<file path="config.mk">
export PLATFORM = sky130hd
export DESIGN_NAME = bpte_ram
export DESIGN_NICKNAME = d
export VERILOG_FILES = /design/src/rtl/bpte_ram.sv
export SDC_FILE = /design/constraint.sdc
export NUM_CORES = 1
export LEC_CHECK = 0
export BUFFER_PORTS_ARGS = -buffer_cell sky130_fd_sc_hd__buf_2
export CAP_MARGIN = 20
export CORE_ASPECT_RATIO = 0.7
export CORE_UTILIZATION = 34
export DETAILED_ROUTE_END_ITERATION = 6
export PLACE_DENSITY = 0.61
export SLEW_MARGIN = 0
export SYNTH_ARGS = -nofsm -noshare
export SYNTH_HDL_FRONTEND = slang
export SYNTH_SLANG_ARGS = --single-unit
</file>
<file path="constraint.sdc">
create_clock -name clk -period 5.9 [get_ports clk]
set_input_delay 0.59 -clock clk [delete_from_list [all_inputs] [get_ports clk]]
set_output_delay 0.59 -clock clk [all_outputs]
set_load 0.1 [all_outputs]
</file>
<file path="src/rtl/bpte_ram.sv">
// Generic single-write, single-read RAM with a registered read port.
// Depends on nothing.
module bpte_ram #(
  parameter int WIDTH = 64,
  parameter int DEPTH = 16,
  parameter int AW    = 4
) (
  input  logic             clk,
  input  logic             we,
  input  logic [AW-1:0]    waddr,
  input  logic [WIDTH-1:0] wdata,
  input  logic [AW-1:0]    raddr,
  output logic [WIDTH-1:0] rdata
);

  logic [WIDTH-1:0] mem [DEPTH];

  always_ff @(posedge clk) begin
    if (we) begin
      mem[waddr] <= wdata;
    end
    rdata <= mem[raddr];
  end

endmodule

</file>
==> impl_metrics.toml <==
[status]
outcome = "complete, but fails checks"
violations = "DRC"

[layout]
multi_input_area_um2 = 7240
nFillCells = 10100
area_growth_pct = 15.5
final_nets = 1918
regArea_um2 = 32000
drive_above_1_share_pct = 31.8
finalNonFillerCells = 3470
design_area_um2 = 45700

[floorplanning]
initial_utilization_pct = 34.4
die_y_um = 287
dieArea_um2 = 118000
num_rows = 104
die_width_um = 410
core_area_um2 = 115000
ios = 138

[synthesis]
synth_most_common_cell = "edfxtp_1"
synth_area_leaders = "edfxtp_1 78%, mux4_2 15%, dfxtp_1 3.2%"
yosysWarnings = 0
synthCells = 1647
ys.flop_type = "edfxtp_1"
synth_xor_area_share_pct = 0
synthMuxAreaShare_pct = 14.6
synth_top_family_by_area = "multiplexers"
synth.avg_cell_area_um2 = 24.0
synth-compound-area-share_pct = 2.43
yosys.area_share.simple_pct = 0.942
synth_area_um2 = 39600
ys_seq_elements = 1088
synth_top_area_share_pct = 77.7
yosysSeqAreaShare_pct = 80.9
synthAdderAreaFrac_pct = 0
synth_edf_count = 1024
synthArstFlopShare_pct = 0
yosysTopAreaCell = "edfxtp_1"
synth.cells.most_frequent = "1024 x edfxtp_1, 256 x mux4_2, 128 x a22oi_1"
yosysUniqueCellTypes = 18
syn_nets = 1721

[global_route]
grt_max_degree = 104
globalRouteTotalUtil_pct = 15.3
grt_pass1_wl_um = 131000
gr-total-overflow = 0
antenna_found_initial = 10
grt_pass1_vias = 18800

[worst_hold_path]
min_path_type = "in2reg"
min-delay-start = "wdata[1]"
holdPathEnd = "mem[10][1]$_DFFE_PP_"
hold_path_depth = 1

[sta]
fmax_ghz = 0.370
slew_headroom_pct = 23.5
finClkSkew_ns = 0.0251
setup_viol = 0
fin_crit_ns = 2.70
tns_ns = 0
maxSlewViolCount = 0
worst_slew_pin_slew_ns = 1.15
finalCritPeriodShare_pct = 45.8
rsz0062_at_grt = "false"
hold_violations = 0

[clock_tree]
htree_levels = 3
cts_buffer_depth = 3
clk_latency_ns = 0.71
cts_tree = "yes"
hold_buffers = 0
ctsResizeCount = 0
cts-root-buf = "clkbuf_16"
clk_pin_slew_worst_paths_ns = 0.06
cts_inserted_buffers = 99
cts_post_setup_buffers_inserted = 0
cts_num_sinks = 1088

[power]
ir_drop_uv = 228
powerDensity_nw_per_um2 = 357
p_leak_nw = 14.4

[worst_setup_path]
r2r_setup_slack_ns = 4.05
critPathMaxFanout = 53
reg2reg_depth = 3
timing.rr.start = "mem[3][16]$_DFFE_PP_"
path_class = "in2reg"
regToRegEndpoint = "rdata[16]$_DFF_P_"
crit_required_ns = 6.20
cp-start-kind = "input pin"
arrival_ns = 3.00
crit_path_end_kind = "flop"

[detailed_routing]
drtPass1Iterations = 7
num_vias = 17900
drtAntennaViolNets = 0
drt_wl_total_um = 89700
vias_per_cell = 5.16
wl_per_cell_um = 25.8
drt_iter0_markers = 1937
drc = 24

[placement]
place_hpwl_um = 49000
placedCellCount = 3279
io_buffers = 137
placed_area_um2 = 42400
gp_congestion = 0.732

[run]
max-cap-violations = 0
kinds of logic after synthesis:
kind of cell	count (synthesis)
DFF	1088
muxes	256
AOI/OAI and AO/OA	128
and+or+nand+nor	91
buffers and inverters	84
state kept, by name, indices dropped and copies added (netlist names):
name,flops
rdata,64
mem,1024
power by group:
group	switching, W	internal [W]
Combinational	0.000824	0.000305
Clock	0.00286	0.00363
Sequential	0.0000687	0.00864
worst max path at each step:
| stage | start | to | slack (ns) | cells past startpoint |
|---|---|---|---|---|
| global route | waddr[2] | mem[0][49]$_DFFE_PP_ | 3.16 | 4 |
| detailed placement | waddr[2] | mem[0][55]$_DFFE_PP_ | 2.48 | 4 |
| finish | waddr[2] | mem[0][55]$_DFFE_PP_ | 3.20 | 4 |
| global placement | waddr[2] | mem[0][55]$_DFFE_PP_ | 2.50 | 4 |
| floorplan | waddr[2] | mem[8][0]$_DFFE_PP_ | 0.18 | 2 |
| CTS | waddr[2] | mem[0][55]$_DFFE_PP_ | 3.21 | 4 |
cell type report:
| cell class | count | share of cell area (%) |
|---|---|---|
| clock buffer | 123 | 5.73 |
| sequential | 1088 | 70.1 |
| clock inverter | 65 | 1.48 |
| multi-input combinational | 475 | 15.8 |
| tap | 1537 | 4.21 |
| timing repair buffer | 180 | 2.68 |
| antenna | 2 | 0.0109 |
layer usage:
metal  vias up  track usage [%]  share of wire (%)
met5         -                0              0.023
met4         4             3.59                1.9
met3       122             3.85                7.6
met2       626             23.7                 46
met1      9668             21.6                 44
li1       7468                -                  -
stage by stage:
step	hold WS, ns	util, %	setup WS (ns)	total power, W
floorplan	0.635	-	0.181	0.00964
global placement	0.657	36.7	2.50	0.00999
detailed placement	0.653	36.8	2.48	0.0100
CTS	0.206	39.7	3.21	0.0165
global route	0.245	39.7	3.16	0.0168
finish	0.271	39.7	3.20	0.0163
cells in the final DEF (no fill, tap or decap), types with 3 or more instances in the layout:
cell and count:
a22oi_1 128, buf_12 6, buf_16 6, buf_2 135, buf_4 31, bufinv_16 10, clkbuf_1 19, clkbuf_16 99
clkbuf_8 5, clkinv_1 11, clkinv_2 25, clkinv_8 4, clkinvlp_4 9, dfxtp_1 64, edfxtp_1 1024, mux4_2 256
nand2_1 65, nor2_4 13, nor3_2 3
critical path: stages:
cell and delay [ns]:
buf_2 0.11, or3b_2 0.60, nor3_4 0.69, buf_4 0.95
Note: power is estimated with default switching activity, not from simulation.
