--- src/rtl/bpte_pkg.sv ---
// Shared types and constants for the Bezier point table evaluator.
// Depends on nothing; bpte_lerp, the top level and the testbench import it, bpte_ram does not.
package bpte_pkg;

  typedef struct packed {
    logic signed [31:0] lat;
    logic signed [31:0] lon;
  } pt_t;

  localparam int PT_W = $bits(pt_t);
  localparam int T_W  = 17;
  localparam logic [T_W-1:0] T_ONE = 17'h10000;

  localparam logic [2:0] OP_APPEND = 3'd0;
  localparam logic [2:0] OP_REMOVE = 3'd1;
  localparam logic [2:0] OP_UPDATE = 3'd2;
  localparam logic [2:0] OP_CLEAR  = 3'd3;
  localparam logic [2:0] OP_EVAL   = 3'd4;

  localparam logic [1:0] ST_OK    = 2'd0;
  localparam logic [1:0] ST_RANGE = 2'd1;
  localparam logic [1:0] ST_FULL  = 2'd2;

  localparam logic [1:0] CFG_START_LAT = 2'd0;
  localparam logic [1:0] CFG_START_LON = 2'd1;
  localparam logic [1:0] CFG_END_LAT   = 2'd2;
  localparam logic [1:0] CFG_END_LON   = 2'd3;

endpackage

--- src/rtl/bpte_lerp.sv ---
// Two-coordinate fixed-point linear interpolation unit, one stage of multiply.
// Depends on bpte_pkg for the point type and the width of t.
module bpte_lerp import bpte_pkg::*; (
  input  logic           clk,
  input  logic           rst_n,
  input  logic           vld_i,
  input  pt_t            a_i,
  input  pt_t            b_i,
  input  logic [T_W-1:0] t_i,
  output logic           vld_o,
  output pt_t            res_o
);

  logic signed [32:0]  dlat;
  logic signed [32:0]  dlon;
  logic signed [T_W:0] ts;
  logic signed [50:0]  plat_nxt;
  logic signed [50:0]  plon_nxt;
  logic signed [50:0]  plat_r;
  logic signed [50:0]  plon_r;
  logic signed [31:0]  alat_r;
  logic signed [31:0]  alon_r;
  logic                vld_r;
  logic signed [34:0]  slat;
  logic signed [34:0]  slon;

  always_comb begin
    dlat     = $signed({b_i.lat[31], b_i.lat}) - $signed({a_i.lat[31], a_i.lat});
    dlon     = $signed({b_i.lon[31], b_i.lon}) - $signed({a_i.lon[31], a_i.lon});
    ts       = $signed({1'b0, t_i});
    plat_nxt = dlat * ts;
    plon_nxt = dlon * ts;
  end

  always_ff @(posedge clk) begin
    if (!rst_n) begin
      vld_r <= 1'b0;
    end else begin
      vld_r <= vld_i;
    end
    plat_r <= plat_nxt;
    plon_r <= plon_nxt;
    alat_r <= a_i.lat;
    alon_r <= a_i.lon;
  end

  // The product is truncated toward minus infinity by dropping its low 16 bits.
  assign slat      = $signed({{3{alat_r[31]}}, alat_r}) + $signed(plat_r[50:16]);
  assign slon      = $signed({{3{alon_r[31]}}, alon_r}) + $signed(plon_r[50:16]);
  assign res_o.lat = slat[31:0];
  assign res_o.lon = slon[31:0];
  assign vld_o     = vld_r;

endmodule

--- config.mk ---
export PLATFORM = sky130hd
export DESIGN_NAME = bpte_lerp
export DESIGN_NICKNAME = d
export VERILOG_FILES = /design/src/rtl/bpte_pkg.sv /design/src/rtl/bpte_lerp.sv
export SDC_FILE = /design/constraint.sdc
export NUM_CORES = 2
export LEC_CHECK = 0
export ABC_AREA = 1
export BUFFER_PORTS_ARGS = -buffer_cell sky130_fd_sc_hd__buf_2
export CELL_PAD_IN_SITES_DETAIL_PLACEMENT = 0
export CELL_PAD_IN_SITES_GLOBAL_PLACEMENT = 2
export CORE_MARGIN = 2
export CORE_UTILIZATION = 42
export DETAILED_ROUTE_END_ITERATION = 7
export PLACE_DENSITY = 0.95
export SETUP_SLACK_MARGIN = 0.2
export SLEW_MARGIN = 5
export SYNTH_ARGS = -nofsm -noshare
export SYNTH_HDL_FRONTEND = slang
export SYNTH_SLANG_ARGS = --single-unit
--- constraint.sdc ---
create_clock -name clk -period 14.4 [get_ports clk]
set_input_delay 2.16 -clock clk [delete_from_list [all_inputs] [get_ports clk]]
set_output_delay 2.16 -clock clk [all_outputs]
set_load 0.1 [all_outputs]
==> flow_summary.toml <==
[worst_setup_path]
slowest_stage = "fa_1"
crit_fanout = 11
worstSetupPathType = "in2reg"
cpPeakStageDelay_ns = 0.56
critPathLaunchType = "input pin"
cp.arrival_ns = 10.62
worstPathRequired_ns = 14.79
end_kind = "flop"

[clocking]
clock_sinks = 129
holdBufCountCts = 0
cts_resized = 0
cts_root_buffer = "clkbuf_16"
cts_tree = "yes"
cts_made_buffers = 17
cts_max_level = 4
postCtsSetupBuffers = 0
clk_pin_slew_worst_paths_ns = 0.07
clockBufferDepth = 2

[sta]
slew_viol_final = 0
tightest_slew_ns = 1.244
fin_crit_sh_pct = 71.07
fin_hold_ws_ns = 1.761
hold_violations = 0
slew_headroom_pct = 16.78
fin_tns_setup_ns = 0
setup_viol = 0
rsz0062_at_grt = "no"
fmax_mhz = 97.72
finalCriticalPeriod_ns = 10.23

[finish]
final_area_um2 = 51430
n_antenna_cell = 0
stdcell_count = 7928
drive_gt1_share_pct = 6.234
nFillCells = 11700
area_growth_syn_to_layout_pct = 6.781
layout.nets = 7929

[route]
drcViolationCount = 0
drtAntennaViolNets = 0
drt_iter0_markers = 3164
vias = 40410
post_drt_wl_per_cell_um = 19.66
wirelength_um = 155900
routed_via_density = 5.097
drt_pass1_iterations = 6

[synth]
synthesis.area_um2 = 48160
ys_seq_elements = 129
synth.most_common_cell = "inv_1"
async_reset_ff_share_pct = 0
avgSynthCellArea_um2 = 7.654
synth_nets = 7818
yosys-top-cells-area = "fa_1, inv_1, ha_1"
yosysUniqueCellTypes = 56
synthCells = 6292
ys_seq_area_share_pct = 5.362
synth_top_area_share_pct = 42.90
synth_edf_count = 0
synthFlopType = "dfxtp_1"
ys_warn_count = 0
yosysTopAreaCell = "fa_1"
synth_common_cells = "inv_1, nand2_1, fa_1"

[placement]
placedCellCount = 7896
gp_congestion = 0.9447
port_buffers = 212
place_area_um2 = 50760
dp_hpwl_um = 129800

[grt]
grt_max_degree = 63
overflow = 0
grt_usage_pct = 27.40
grt_pass1_wl_um = 245300
grt_pass1_vias = 42040
grt_antenna_before_repair = 5

[floorplanning]
initial_core_util_pct = 42.23
pin_count = 213
die_w_um = 342.6
fp.dieH_um = 342.6
fp.dieArea_um2 = 117400
rows = 124
core_um2 = 114000

[run]
cap_violations = 0

[worst_hold_path]
hold_class = "in2reg"

[run_status]
status = "completed"
==> flip-flops by register name, indices dropped and copies added, names as in the netlist <==
| register | count |
|---|---|
| alat_r | 32 |
| alon_r | 32 |
| plat_r | 32 |
| plon_r | 32 |
| vld_o | 1 |
==> per-stage QoR <==
stage	setup WS, ns	utilization, %
after floorplan	5.471	-
after global placement	3.806	44.52
after detailed placement	3.859	44.52
after CTS	4.389	45.10
after global routing	3.692	45.10
final	4.166	45.10
==> final cells by class <==
cell class              count  area, µm²  share of cell area, %
clock inverters            12      205.2                 0.3990
inverters                1656       6217                  12.09
repair buffers            263       1444                  2.808
clock buffers              20      456.7                 0.8880
well taps                1512       1892                  3.679
flip-flops and latches    129       2582                  5.022
multi-input cells        4336      38630                  75.12
==> worst paths after layout <==
kind	startpoint	to	slack, ns	cells after the start
setup / recovery	a_i[0]	plon_r[42]	4.17	33
hold / removal	a_i[12]	alon_r[12]	1.76	1
==> routing by layer <==
metal | track usage (%) | share of wire, %
met2 | 43.00 | 45
met4 | 6.113 | 1.9
met3 | 4.028 | 7.1
met1 | 40.01 | 46
met5 | 0 | 0.019
==> critical path: cells and delay by family <==
kind / cells / cell delay [ns]
compound gates: 3 / 0.78
xor+xnor: 1 / 0.31
fa+ha+maj: 9 / 4.02
buf+inv: 8 / 0.63
simple gates: 12 / 2.73
==> logic make-up after synthesis <==
family,after synthesis,synth area share (%)
compound gates,524,6.269
xor+xnor,159,2.954
fa+ha+maj,1378,51.89
buf+inv,1827,14.51
flops,129,5.362
simple gates,2275,19.02
==> cells in the final DEF (no fill, tap or decap), types with 4 or more instances in the layout <==
cell type	instances
inv_1	1635
nand2_1	1070
fa_1	1032
nor2_1	858
ha_1	346
a21oi_1	247
buf_2	212
nand3_1	187
dfxtp_1	129
o21ai_0	121
xor2_1	103
or2_2	52
buf_4	51
xnor2_1	47
a21o_1	39
nor3_1	36
o21bai_1	31
a31oi_1	24
nand2_2	17
nand4_1	17
clkbuf_16	17
inv_2	12
nor4_1	11
nand3b_1	10
a21boi_0	9
clkinv_1	8
o21a_1	8
o31ai_1	8
xor2_2	7
or2_1	6
and3_1	5
o211ai_1	5
bufinv_16	5
o21ai_2	4
o21ai_1	4
a31o_2	4
o2111ai_1	4
a211oi_1	4
Power is not shown: default switching activity piles up to over one toggle a cycle in this logic, so the estimate is an artifact.
